===== src/rtl/bsm3d_pkg.sv =====
package bsm3d_pkg;

   localparam int unsigned CoordWidth = 32;
   localparam int unsigned DiffWidth = 33;
   localparam int unsigned SumWidth = 68;
   localparam int unsigned RootWidth = 36;
   localparam int unsigned MagWidth = 64;
   localparam logic [31:0] StepLengthReset = 32'd1092;
   localparam logic [31:0] CollisionRadiusReset = 32'd327680;

   typedef enum logic [1:0] {
      OP_STEP = 2'd0,
      OP_SET = 2'd1,
      OP_PROBE = 2'd2,
      OP_NONE = 2'd3
   } op_type;

   typedef enum logic {
      CSR_STEP_LENGTH = 1'b0,
      CSR_COLLISION_RADIUS = 1'b1
   } csr_index_type;

   typedef enum logic [3:0] {
      ST_IDLE,
      ST_DIFF,
      ST_SQUARE,
      ST_TEST,
      ST_ROOT,
      ST_SCALE_MUL,
      ST_DIVIDE,
      ST_APPLY,
      ST_DONE
   } state_type;

endpackage


===== src/rtl/bsm3d_serial_mul.sv =====
// Shift-and-add unsigned multiplier: one multiplier bit per cycle.
module bsm3d_serial_mul #(
   parameter int unsigned AWidth = 33,
   parameter int unsigned BWidth = 33
) (
   input  logic                       clock,
   input  logic                       reset,
   input  logic                       start,
   input  logic [AWidth-1:0]          a,
   input  logic [BWidth-1:0]          b,
   output logic                       done,
   output logic [AWidth+BWidth-1:0]   product
);

   localparam int unsigned CountWidth = $clog2(BWidth + 1);

   logic [AWidth+BWidth-1:0] acc_ff, acc_in;
   logic [AWidth+BWidth-1:0] mcand_ff, mcand_in;
   logic [BWidth-1:0]        mplier_ff, mplier_in;
   logic [CountWidth-1:0]    count_ff, count_in;
   logic                     busy_ff, busy_in;
   logic                     done_ff, done_in;

   // One partial product is added per cycle while the multiplier shifts out.
   always_comb begin
      acc_in = acc_ff;
      mcand_in = mcand_ff;
      mplier_in = mplier_ff;
      count_in = count_ff;
      busy_in = busy_ff;
      done_in = 1'b0;
      if (start) begin
         acc_in = '0;
         mcand_in = {{BWidth{1'b0}}, a};
         mplier_in = b;
         count_in = CountWidth'(BWidth);
         busy_in = 1'b1;
      end else if (busy_ff) begin
         if (mplier_ff[0]) begin
            acc_in = acc_ff + mcand_ff;
         end
         mcand_in = mcand_ff << 1;
         mplier_in = mplier_ff >> 1;
         count_in = count_ff - 1'b1;
         if (count_ff == CountWidth'(1)) begin
            busy_in = 1'b0;
            done_in = 1'b1;
         end
      end
   end

   always_ff @(posedge clock) begin
      if (reset) begin
         busy_ff <= 1'b0;
         done_ff <= 1'b0;
         count_ff <= '0;
      end else begin
         busy_ff <= busy_in;
         done_ff <= done_in;
         count_ff <= count_in;
      end
      acc_ff <= acc_in;
      mcand_ff <= mcand_in;
      mplier_ff <= mplier_in;
   end

   assign done = done_ff;
   assign product = acc_ff;

endmodule


===== src/rtl/bounded_step_move_toward_point_3d_core.sv =====
// Set and unused items go straight to the result; a probe or a snapping step squares the
// limit and the offsets, and a step that moves also takes a square root and divides per axis.
// Flow: one item in flight; the next input can be taken from the cycle after the result
// register loads, while that result may still wait; a finished item holds in its last
// state until the result register is free. The serial multiplier, the square root and
// the restoring divider run one after another.
module bounded_step_move_toward_point_3d_core (
   input  logic         clock,
   input  logic         reset,
   input  logic         req_tvalid,
   output logic         req_tready,
   // [31:0] point_x, [63:32] point_y, [95:64] point_z
   input  logic [95:0]  req_tdata,
   // [1:0] operation
   input  logic [1:0]   req_tuser,
   output logic         rsp_tvalid,
   input  logic         rsp_tready,
   // [31:0] position_x, [63:32] position_y, [95:64] position_z
   output logic [95:0]  rsp_tdata,
   // [0] arrived, [1] collides
   output logic [1:0]   rsp_tuser,
   input  logic         csr_valid,
   output logic         csr_ready,
   input  logic         csr_index,
   input  logic [31:0]  csr_data
);

   localparam int unsigned DivWidth = 96;
   localparam int unsigned DivCountWidth = 7;
   localparam int unsigned RootCountWidth = 6;

   bsm3d_pkg::state_type state_ff, state_in;

   logic [31:0] step_ff, radius_ff;
   logic signed [31:0] pos_ff [3];
   logic signed [31:0] pt_ff [3];
   bsm3d_pkg::op_type op_ff;
   logic [32:0] mag_ff [3];
   logic [2:0]  neg_ff;
   logic [1:0]  axis_ff, axis_in;
   logic [67:0] sum_ff, sum_in;
   logic [67:0] lim_ff, lim_in;
   logic        phase_ff, phase_in;
   logic        collides_ff, collides_in;
   logic        out_valid_ff;
   logic [95:0] out_data_ff;
   logic [1:0]  out_user_ff;

   // Square root state (bit-pair restoring method).
   logic [67:0] rad_ff, rad_in;
   logic [37:0] rem_ff, rem_in;
   logic [35:0] root_ff, root_in;
   logic [RootCountWidth-1:0] rcnt_ff, rcnt_in;

   // Divider state.
   logic [DivWidth-1:0] dividend_ff, dividend_in;
   logic [36:0] drem_ff, drem_in;
   logic [DivCountWidth-1:0] dcnt_ff, dcnt_in;

   // Shared serial multiplier.
   logic        mul_start;
   logic [32:0] mul_a, mul_b;
   logic        mul_done;
   logic [65:0] mul_p;

   bsm3d_serial_mul #(.AWidth(33), .BWidth(33)) u_mul (
      .clock(clock), .reset(reset), .start(mul_start),
      .a(mul_a), .b(mul_b), .done(mul_done), .product(mul_p)
   );

   logic req_fire, rsp_fire, mul_pending_ff, mul_pending_in, out_load;
   assign req_fire = req_tvalid && req_tready;
   assign rsp_fire = rsp_tvalid && rsp_tready;
   assign req_tready = (state_ff == bsm3d_pkg::ST_IDLE);
   assign csr_ready = 1'b1;
   // The finished item moves into the result register once that register is free.
   assign out_load = (state_ff == bsm3d_pkg::ST_DONE) && (!out_valid_ff || rsp_fire);

   logic [37:0] trial;
   logic [36:0] dshift;
   logic [32:0] diff [3];
   logic signed [32:0] dsigned [3];
   logic [31:0] move_mag;
   logic signed [32:0] new_pos;

   always_comb begin
      for (int k = 0; k < 3; k++) begin
         dsigned[k] = (op_ff == bsm3d_pkg::OP_PROBE) ?
            (33'(pos_ff[k]) - 33'(pt_ff[k])) : (33'(pt_ff[k]) - 33'(pos_ff[k]));
         diff[k] = dsigned[k][32] ? (33'd0 - dsigned[k]) : dsigned[k];
      end
      trial = {rem_ff[35:0], rad_ff[67:66]} - {root_ff, 2'b01};
      dshift = {drem_ff[35:0], dividend_ff[DivWidth-1]};
      move_mag = dividend_ff[31:0];
      new_pos = neg_ff[axis_ff] ? (33'(pos_ff[axis_ff]) - 33'({1'b0, move_mag}))
                                : (33'(pos_ff[axis_ff]) + 33'({1'b0, move_mag}));
   end

   // Next state.
   always_comb begin
      state_in = state_ff;
      case (state_ff)
         bsm3d_pkg::ST_IDLE: begin
            if (req_fire) begin
               if (req_tuser == bsm3d_pkg::OP_STEP || req_tuser == bsm3d_pkg::OP_PROBE) begin
                  state_in = bsm3d_pkg::ST_DIFF;
               end else begin
                  state_in = bsm3d_pkg::ST_DONE;
               end
            end
         end
         bsm3d_pkg::ST_DIFF: state_in = bsm3d_pkg::ST_SQUARE;
         bsm3d_pkg::ST_SQUARE: begin
            if (mul_done && phase_ff && axis_ff == 2'd2) state_in = bsm3d_pkg::ST_TEST;
         end
         bsm3d_pkg::ST_TEST: begin
            if (op_ff == bsm3d_pkg::OP_PROBE) begin
               state_in = bsm3d_pkg::ST_DONE;
            end else if (sum_ff == '0 || sum_ff <= lim_ff) begin
               state_in = bsm3d_pkg::ST_DONE;
            end else begin
               state_in = bsm3d_pkg::ST_ROOT;
            end
         end
         bsm3d_pkg::ST_ROOT: begin
            if (rcnt_ff == RootCountWidth'(1)) state_in = bsm3d_pkg::ST_SCALE_MUL;
         end
         bsm3d_pkg::ST_SCALE_MUL: if (mul_done) state_in = bsm3d_pkg::ST_DIVIDE;
         bsm3d_pkg::ST_DIVIDE: begin
            if (dcnt_ff == DivCountWidth'(1)) state_in = bsm3d_pkg::ST_APPLY;
         end
         bsm3d_pkg::ST_APPLY: begin
            state_in = (axis_ff == 2'd2) ? bsm3d_pkg::ST_DONE : bsm3d_pkg::ST_SCALE_MUL;
         end
         bsm3d_pkg::ST_DONE: if (out_load) state_in = bsm3d_pkg::ST_IDLE;
         default: state_in = bsm3d_pkg::ST_IDLE;
      endcase
   end

   // Datapath control.
   always_comb begin
      axis_in = axis_ff;
      sum_in = sum_ff;
      lim_in = lim_ff;
      phase_in = phase_ff;
      collides_in = collides_ff;
      rad_in = rad_ff;
      rem_in = rem_ff;
      root_in = root_ff;
      rcnt_in = rcnt_ff;
      dividend_in = dividend_ff;
      drem_in = drem_ff;
      dcnt_in = dcnt_ff;
      mul_start = 1'b0;
      mul_pending_in = mul_pending_ff;
      mul_a = '0;
      mul_b = '0;
      case (state_ff)
         bsm3d_pkg::ST_IDLE: begin
            collides_in = 1'b0;
            axis_in = '0;
            sum_in = '0;
            phase_in = 1'b0;
         end
         bsm3d_pkg::ST_DIFF: begin
            // Square the limit first, then the three offsets.
            mul_start = 1'b1;
            mul_a = (op_ff == bsm3d_pkg::OP_PROBE) ? {1'b0, radius_ff} : {1'b0, step_ff};
            mul_b = mul_a;
            phase_in = 1'b0;
         end
         bsm3d_pkg::ST_SQUARE: begin
            if (mul_done) begin
               if (!phase_ff) begin
                  lim_in = 68'(mul_p);
                  phase_in = 1'b1;
               end else begin
                  sum_in = sum_ff + 68'(mul_p);
                  axis_in = axis_ff + 2'd1;
               end
               if (!(phase_ff && axis_ff == 2'd2)) begin
                  mul_start = 1'b1;
                  mul_a = phase_ff ? mag_ff[axis_ff + 2'd1] : mag_ff[axis_ff];
                  mul_b = mul_a;
               end else begin
                  axis_in = 2'd3;
               end
            end
         end
         bsm3d_pkg::ST_TEST: begin
            collides_in = (op_ff == bsm3d_pkg::OP_PROBE) && (sum_ff < lim_ff);
            rad_in = sum_ff;
            rem_in = '0;
            root_in = '0;
            rcnt_in = RootCountWidth'(34);
            axis_in = '0;
            mul_pending_in = 1'b1;
         end
         bsm3d_pkg::ST_ROOT: begin
            // One root bit per cycle from the next bit pair of the radicand.
            rad_in = rad_ff << 2;
            rcnt_in = rcnt_ff - 1'b1;
            if (!trial[37]) begin
               rem_in = trial;
               root_in = {root_ff[34:0], 1'b1};
            end else begin
               rem_in = {rem_ff[35:0], rad_ff[67:66]};
               root_in = {root_ff[34:0], 1'b0};
            end
         end
         bsm3d_pkg::ST_SCALE_MUL: begin
            if (mul_pending_ff) begin
               mul_start = 1'b1;
               mul_a = mag_ff[axis_ff];
               mul_b = {1'b0, step_ff};
               mul_pending_in = 1'b0;
            end
            if (mul_done) begin
               dividend_in = {30'd0, mul_p};
               drem_in = '0;
               dcnt_in = DivCountWidth'(DivWidth);
            end
         end
         bsm3d_pkg::ST_DIVIDE: begin
            // Restoring division, one quotient bit per cycle.
            dcnt_in = dcnt_ff - 1'b1;
            if (dshift >= {1'b0, root_ff}) begin
               drem_in = dshift - {1'b0, root_ff};
               dividend_in = {dividend_ff[DivWidth-2:0], 1'b1};
            end else begin
               drem_in = dshift;
               dividend_in = {dividend_ff[DivWidth-2:0], 1'b0};
            end
         end
         bsm3d_pkg::ST_APPLY: begin
            axis_in = axis_ff + 2'd1;
            mul_pending_in = 1'b1;
         end
         bsm3d_pkg::ST_DONE: ;
         default: ;
      endcase
   end

   // Registers.
   always_ff @(posedge clock) begin
      if (reset) begin
         state_ff <= bsm3d_pkg::ST_IDLE;
         step_ff <= bsm3d_pkg::StepLengthReset;
         radius_ff <= bsm3d_pkg::CollisionRadiusReset;
         for (int k = 0; k < 3; k++) pos_ff[k] <= '0;
         out_valid_ff <= 1'b0;
         mul_pending_ff <= 1'b0;
      end else begin
         state_ff <= state_in;
         mul_pending_ff <= mul_pending_in;
         if (csr_valid && csr_ready) begin
            if (csr_index == bsm3d_pkg::CSR_STEP_LENGTH) step_ff <= csr_data;
            else radius_ff <= csr_data;
         end
         if (state_ff == bsm3d_pkg::ST_IDLE && req_fire && req_tuser == bsm3d_pkg::OP_SET) begin
            pos_ff[0] <= req_tdata[31:0];
            pos_ff[1] <= req_tdata[63:32];
            pos_ff[2] <= req_tdata[95:64];
         end
         if (state_ff == bsm3d_pkg::ST_TEST && op_ff == bsm3d_pkg::OP_STEP &&
             sum_ff <= lim_ff) begin
            for (int k = 0; k < 3; k++) pos_ff[k] <= pt_ff[k];
         end
         if (state_ff == bsm3d_pkg::ST_APPLY) pos_ff[axis_ff] <= new_pos[31:0];
         if (out_load) out_valid_ff <= 1'b1;
         else if (rsp_fire) out_valid_ff <= 1'b0;
      end
      if (req_fire) begin
         op_ff <= bsm3d_pkg::op_type'(req_tuser);
         pt_ff[0] <= req_tdata[31:0];
         pt_ff[1] <= req_tdata[63:32];
         pt_ff[2] <= req_tdata[95:64];
      end
      if (state_ff == bsm3d_pkg::ST_DIFF) begin
         for (int k = 0; k < 3; k++) begin
            mag_ff[k] <= diff[k];
            neg_ff[k] <= dsigned[k][32];
         end
      end
      if (out_load) begin
         out_data_ff <= {pos_ff[2], pos_ff[1], pos_ff[0]};
         out_user_ff <= {collides_ff, (pos_ff[0] == pt_ff[0]) && (pos_ff[1] == pt_ff[1]) &&
                         (pos_ff[2] == pt_ff[2])};
      end
      axis_ff <= axis_in;
      sum_ff <= sum_in;
      lim_ff <= lim_in;
      phase_ff <= phase_in;
      collides_ff <= collides_in;
      rad_ff <= rad_in;
      rem_ff <= rem_in;
      root_ff <= root_in;
      rcnt_ff <= rcnt_in;
      dividend_ff <= dividend_in;
      drem_ff <= drem_in;
      dcnt_ff <= dcnt_in;
   end

   assign rsp_tvalid = out_valid_ff;
   assign rsp_tdata = out_data_ff;
   assign rsp_tuser = out_user_ff;

   // A waiting result stays valid and unchanged until its transfer.
   assert property (@(posedge clock) disable iff (reset)
      (rsp_tvalid && !rsp_tready) |=>
         (rsp_tvalid && $stable(rsp_tdata) && $stable(rsp_tuser)))
      else $error("waiting result changed");
   // Work begins only from an accepted transfer.
   assert property (@(posedge clock) disable iff (reset)
      (state_ff == bsm3d_pkg::ST_IDLE && !req_fire) |=> state_ff == bsm3d_pkg::ST_IDLE)
      else $error("left idle without input");
   // The divisor is never zero when dividing.
   assert property (@(posedge clock) disable iff (reset)
      state_ff == bsm3d_pkg::ST_DIVIDE |-> root_ff != '0)
      else $error("zero divisor");

endmodule


===== config.mk =====
export PLATFORM = sky130hd
export DESIGN_NAME = bounded_step_move_toward_point_3d_core
export DESIGN_NICKNAME = d
export VERILOG_FILES = /design/src/rtl/bsm3d_pkg.sv /design/src/rtl/bsm3d_serial_mul.sv /design/src/rtl/bounded_step_move_toward_point_3d_core.sv
export SDC_FILE = /design/constraint.sdc
export NUM_CORES = 2
export LEC_CHECK = 0
export BUFFER_PORTS_ARGS = -buffer_cell sky130_fd_sc_hd__buf_4
export CORE_MARGIN = 5
export CORE_UTILIZATION = 50
export CTS_BUF_LIST = sky130_fd_sc_hd__clkbuf_8
export DETAILED_ROUTE_END_ITERATION = 7
export GPL_TIMING_DRIVEN = 0
export PLACE_DENSITY = 0.66
export SLEW_MARGIN = 20
export SYNTH_ARGS = -nofsm -noshare
export SYNTH_HDL_FRONTEND = slang
export SYNTH_SLANG_ARGS = --single-unit
export TNS_END_PERCENT = 100

===== constraint.sdc =====
create_clock -name clock -period 11.87 [get_ports clock]
set_clock_uncertainty 0.1 [all_clocks]
set_input_delay 0 -clock clock [delete_from_list [all_inputs] [get_ports clock]]
set_output_delay 0 -clock clock [all_outputs]
set_load 0.005 [all_outputs]

Yosys cells after proc, flatten, opt, wreduce, memory -nomap -nowiden
Memories as Yosys holds them, arrays and structs flattened. A register that Yosys moved wholly into a read port is not among the register bits.
Index checks and enable logic that the tools add are counted.
{"block": "op_classes", "magnitude_cmp": 4, "mux": 95, "eq_ne": 27, "n_bitwise": 9, "n_addsub": 19, "n_reduce_logical": 45}
{"cell": "2-to-1 mux 33 bit", "count": 14}
{"cell": "2-to-1 mux 32 bit", "count": 10}
{"cell": "one-hot mux 68 bit (2 select lines)", "count": 2}
{"cell": "one-hot mux 36 bit (2 select lines)", "count": 3}
{"cell": "one-hot mux 33 bit (3 select lines)", "count": 2}
{"cell": "subtractor 32 x 32 -> 33 bit", "count": 6}
{"cell": "one-hot mux 96 bit (2 select lines)", "count": 1}
{"cell": "2-to-1 mux 68 bit", "count": 2}
{"cell": "2-to-1 mux 36 bit", "count": 3}
{"cell": "subtractor 1 x 33 -> 33 bit (first input constant)", "count": 3}
{"cell": "equality test 32 bit", "count": 3}
{"cell": "2-to-1 mux 96 bit", "count": 1}
{"cell": "adder 68 x 66 -> 68 bit", "count": 1}
{"cell": "less-or-equal comparator 68 x 66 -> 1 bit", "count": 1}
{"cell": "logical NOT 68 bit", "count": 1}
{"cell": "< comparator 68 x 66 -> 1 bit", "count": 1}
{"cell": "adder 66 bit", "count": 1}
{"cell": "2-to-1 mux 4 bit", "count": 10}
{"cell": "subtractor 38 bit", "count": 1}
{"cell": ">= comparator 37 x 36 -> 1 bit", "count": 1}
{"cell": "one-hot mux 4 bit (9 select lines)", "count": 1}
{"cell": "subtractor 36 bit", "count": 1}
{"cell": "adder 32 bit", "count": 1}
{"cell": "OR reduction 32 bit", "count": 1}
{"cell": "other kinds (40)", "count": 128}
{"block": "totals", "output_inout_bits": 101, "register_bits": 769, "memories": 3, "ramBits": 291}
{"name": "mag_ff", "depth": 3, "word_bits": 33, "read_ports": 2, "rd_ports_with_merged_regs": 1, "write_ports": 3, "line": "bounded_step_move_toward_point_3d_core.sv:38", "text": "logic [32:0] mag_ff [3];"}
{"name": "pos_ff", "depth": 3, "word_bits": 32, "read_ports": 4, "rd_ports_with_merged_regs": 1, "write_ports": 3, "line": "bounded_step_move_toward_point_3d_core.sv:35", "text": "logic signed [31:0] pos_ff [3];"}
{"name": "pt_ff", "depth": 3, "word_bits": 32, "read_ports": 3, "rd_ports_with_merged_regs": 0, "write_ports": 3, "line": "bounded_step_move_toward_point_3d_core.sv:36", "text": "logic signed [31:0] pt_ff [3];"}

Logic depth before layout (Yosys ltp)
{"block": "logic_depth", "ltp_word": 10, "mapped_depth": 21, "depth_no_buf": 21}

Modules after synthesis
From an unflattened synthesis, not the netlist that was laid out.
{"block": "hier_totals", "cells_unflattened": 7637, "hier_area_um2": 71852.7}
{"mod": "bounded_step_move_toward_point_3d_core", "area_per_inst_um2": 61151.1, "cells_per_inst": 6464, "n_inst": 1}
{"mod": "bsm3d_serial_mul", "area_per_inst_um2": 10701.5, "cells_per_inst": 1173, "n_inst": 1}

Least setup slack after synthesis
OpenSTA, ideal clock, no wires.
{"block": "synth_path", "path_type": "reg-to-reg", "startpoint": "register phase_ff", "endpoint": "register sum_ff[0] (enable)", "path_stages_with_launch": 6, "arrival_ns": 6.026, "slack_ns": 5.152, "period_less_slack_ns": 6.718, "setup_time_ns": 0.592, "cell_sequence": "edfxtp_1 clkbuf_1 clkbuf_1 nand2_1 a21oi_1 nor3b_1"}
{"block": "synth_via", "elab_chain_cells": 2}
{"item": "start: declaration", "line": "bounded_step_move_toward_point_3d_core.sv:43", "text": "logic phase_ff, phase_in;"}
{"item": "start signal: assignment", "line": "bounded_step_move_toward_point_3d_core.sv:293", "text": "phase_ff <= phase_in;"}
{"item": "!= test 2 bit (no source line)"}
{"item": "AND reduction 3 bit (no source line)"}
{"item": "end signal: assignment", "line": "bounded_step_move_toward_point_3d_core.sv:291", "text": "sum_ff <= sum_in;"}
{"item": "end: declaration", "line": "bounded_step_move_toward_point_3d_core.sv:41", "text": "logic [67:0] sum_ff, sum_in;"}
Every way passes these cells.
A chain may end at the register's enable or synchronous reset.

==> flow_metrics.tcl <==
set metrics [dict create \
    status "finished, final reports clean" \
    grt_pass1_vias 60100 \
    seq_power_share_pct 34.5 \
    drt_iter0_drc 5558 \
    finalCritPeriodShare_pct 64.6 \
    maxSlewHeadroom_pct 14.5 \
    gp_congestion 1.03 \
    drive_above_1_share_pct 7.84 \
    ant_nets 0 \
    io_buffers 234 \
    cts_resized 0 \
    cts_tree "yes" \
    p_sw_mw 7.40 \
    p_int_mw 9.39 \
    hp-class "in2reg" \
    core-area_mm2 0.140 \
    dpl.hpwl_um 198000 \
    setup_violations 0 \
    yosysSeqAreaShare_pct 44.1 \
    peakVddDrop_uv 112 \
    grt_first_pass_wirelength_um 374000 \
    final_common_cell "nand2_1" \
    fp.dieH_um 385 \
    vias 61800 \
    drt_first_pass_iters 8 \
    grt_max_degree 57 \
    h-tree-depth 4 \
    clock_latency_ns 0.95 \
    min_period_ns 7.67 \
    dieArea_mm2 0.148 \
    cp.required_ns 12.44 \
    crit_fanout 10 \
    rows 137 \
    cp-endpoint "pos_ff[0][31]" \
    start_util_pct 50.4 \
    switching_share_pct 44.1 \
    rsz0062_at_grt "no" \
    final_cell_mix "nand2_1 (1213), edfxtp_1 (915), a21oi_1 (721), nor2_1 (619), ha_1 (506)" \
    gr-total-overflow 0 \
    syn_inst 7517 \
    yosys_warnings 0 \
    fmax_mhz 130 \
    r2r_slack_ns 4.20 \
    yosysUniqueCellTypes 93 \
    wl_um 255000 \
    finalHoldViolations 0 \
    ys.flop_type "edfxtp_1" \
    fin_tns_setup_ns 0 \
    finalNetCount 8897 \
    route.detailed.drc 0 \
    slew_violations 0 \
    root_buffer "clkbuf_8" \
    cts_inserted_buffers 186 \
    comb_power_share_pct 45.6 \
    reg2regPathDepth 16 \
    cap_violations 0 \
    syn_nets 8169 \
    power.static_leakage_nw 33.0 \
    worst_setup_path_end_kind "flip-flop" \
    grt.total_usage_pct 33.4 \
    ys_seq_elements 1094 \
    synth_edf_count 915 \
    die_w_um 385 \
    worstReg2RegEnd "pos_ff[0][31]" \
    hold_buffers 283 \
    tightestPinTransition_ns 1.28 \
    synth_area_mm2 0.0704 \
    clkPwrFrac_pct 19.8 \
    io-pin-count 237 \
    post-cts-setup-buffer-count 0 \
    pwr_density_cell_mw_per_mm2 206 \
    avgSynthCellArea_um2 9.36 \
    wire_per_inst_um 24.8 \
    path_clk_slew_ns 0.06 \
    syn_to_final_growth_pct 15.6 \
    clockBufferDepth 3 \
    viasPerCell 6.01 \
    clkSinkCount 1094 \
    ys_async_sr_fraction_pct 0 \
    startpoint_type "flip-flop" \
    holdWs_ns 0.132 \
    path_class "reg2reg" \
    arrival_ns 8.23 \
    antenna_found_initial 14 \
]
## cell type report
cell class,instances,area [um2]
diodes,8,20.0
flip-flops and latches,1094,31100
clock inverters,136,768
well taps,1876,2350
inverters,406,1530
plain buffers,362,1500
clock buffers,202,2780
repair buffers,540,4990
fillers,12400,58300
multi-input cells,5655,36400
## how the worst min path moves through the flow
stage / endpoint / cells past startpoint / startpoint / slack (ns)
after global placement: pt_ff[0][58] / 1 / req_tdata[58] / 0.09
after detailed placement: pt_ff[0][58] / 1 / req_tdata[58] / 0.09
after CTS: step_ff[29] / 6 / csr_valid / 0.01
after floorplan: op_ff[0] / 0 / req_tuser[0] / -0.001
after global routing: step_ff[29] / 6 / csr_valid / 0.13
final: step_ff[29] / 6 / csr_valid / 0.13
## registers in the layout (all words and copies together) (netlist names), 66 cells and up, named ones only
signal          cells
pos_ff            128
mag_ff             99
pt_ff              96
sum_ff             68
u_mul.mcand_ff     66
u_mul.product      66
rad_ff             68
rsp_tdata          96
dividend_ff        96
lim_ff             66
## critical path, cell delays in order (launching register included)
cell	delay [ns]
dfxtp_1	0.50
buf_1	0.62
buf_2	0.69
buf_1	0.72
mux4_2	0.64
ha_1	0.30
nor2b_1	0.14
o31a_1	0.29
o311ai_1	0.93
o21ai_0	0.42
nand2_1	0.20
o21ai_0	0.21
a21oi_1	0.58
o31ai_1	0.20
o41ai_1	0.43
xnor2_1	0.24
a21o_1	0.21
## per-stage QoR
| stage | std cells | power [mW] | cell area [um2] | utilization, % | setup WS (ns) |
|---|---|---|---|---|---|
| CTS | 10300 | 16.6 | 81400 | 58.3 | 4.38 |
| floorplan | 7517 | 10.5 | 70400 | - | 5.15 |
| global route | 10300 | 17.6 | 81400 | 58.3 | 3.98 |
| finish | 10300 | 16.8 | 81400 | 58.3 | 4.20 |
| global placement | 9627 | 13.1 | 74500 | 53.3 | 1.15 |
| detailed placement | 9650 | 13.2 | 75000 | 53.7 | 4.44 |
## synthesized netlist by cell type (all sizes together) (94+ instances only)
cell type,n,area [um2]
xnor2,251,2200
xor2,177,1560
ha,506,6330
mux2i,166,1660
inv,406,1520
edfxtp,915,27500
nand3,107,536
nor2,620,2330
a21o,215,1610
a21oi,722,3610
o21ai,356,1780
dfxtp,179,3580
clkbuf,282,1060
nand4,98,613
a211oi,96,721
nand2,1218,4570
nor3,94,475
## logic make-up after synthesis
group,synth area share (%)
adders and majority gates,9.28
xor gates and xnor gates,5.34
and+or+nand+nor,15.8
AOI/OAI and AO/OA,17.7
other,0.00533
buffers and inverters,4.29
DFF,44.1
muxes,3.45
## routing by layer
layer	GRT usage, %	part of all wire, %	vias up
met2	55.3	46	2584
li1	-	-	28600
met3	5.70	7.0	654
met4	20.1	7.1	6
met1	41.0	40	30000
met5	0	0.014	-
## power groups by stage
stage	Sequential [mW]	Combinational (mW)	Clock (mW)
6_report	5.80	7.66	3.33
3_5_place_dp	5.85	7.37	0
2_1_floorplan	5.52	4.97	0
4_1_cts	5.78	7.49	3.38
5_1_grt	5.82	8.21	3.55
3_3_place_gp	5.94	7.20	0
No activity file was read; power rests on OpenSTA's default activity.
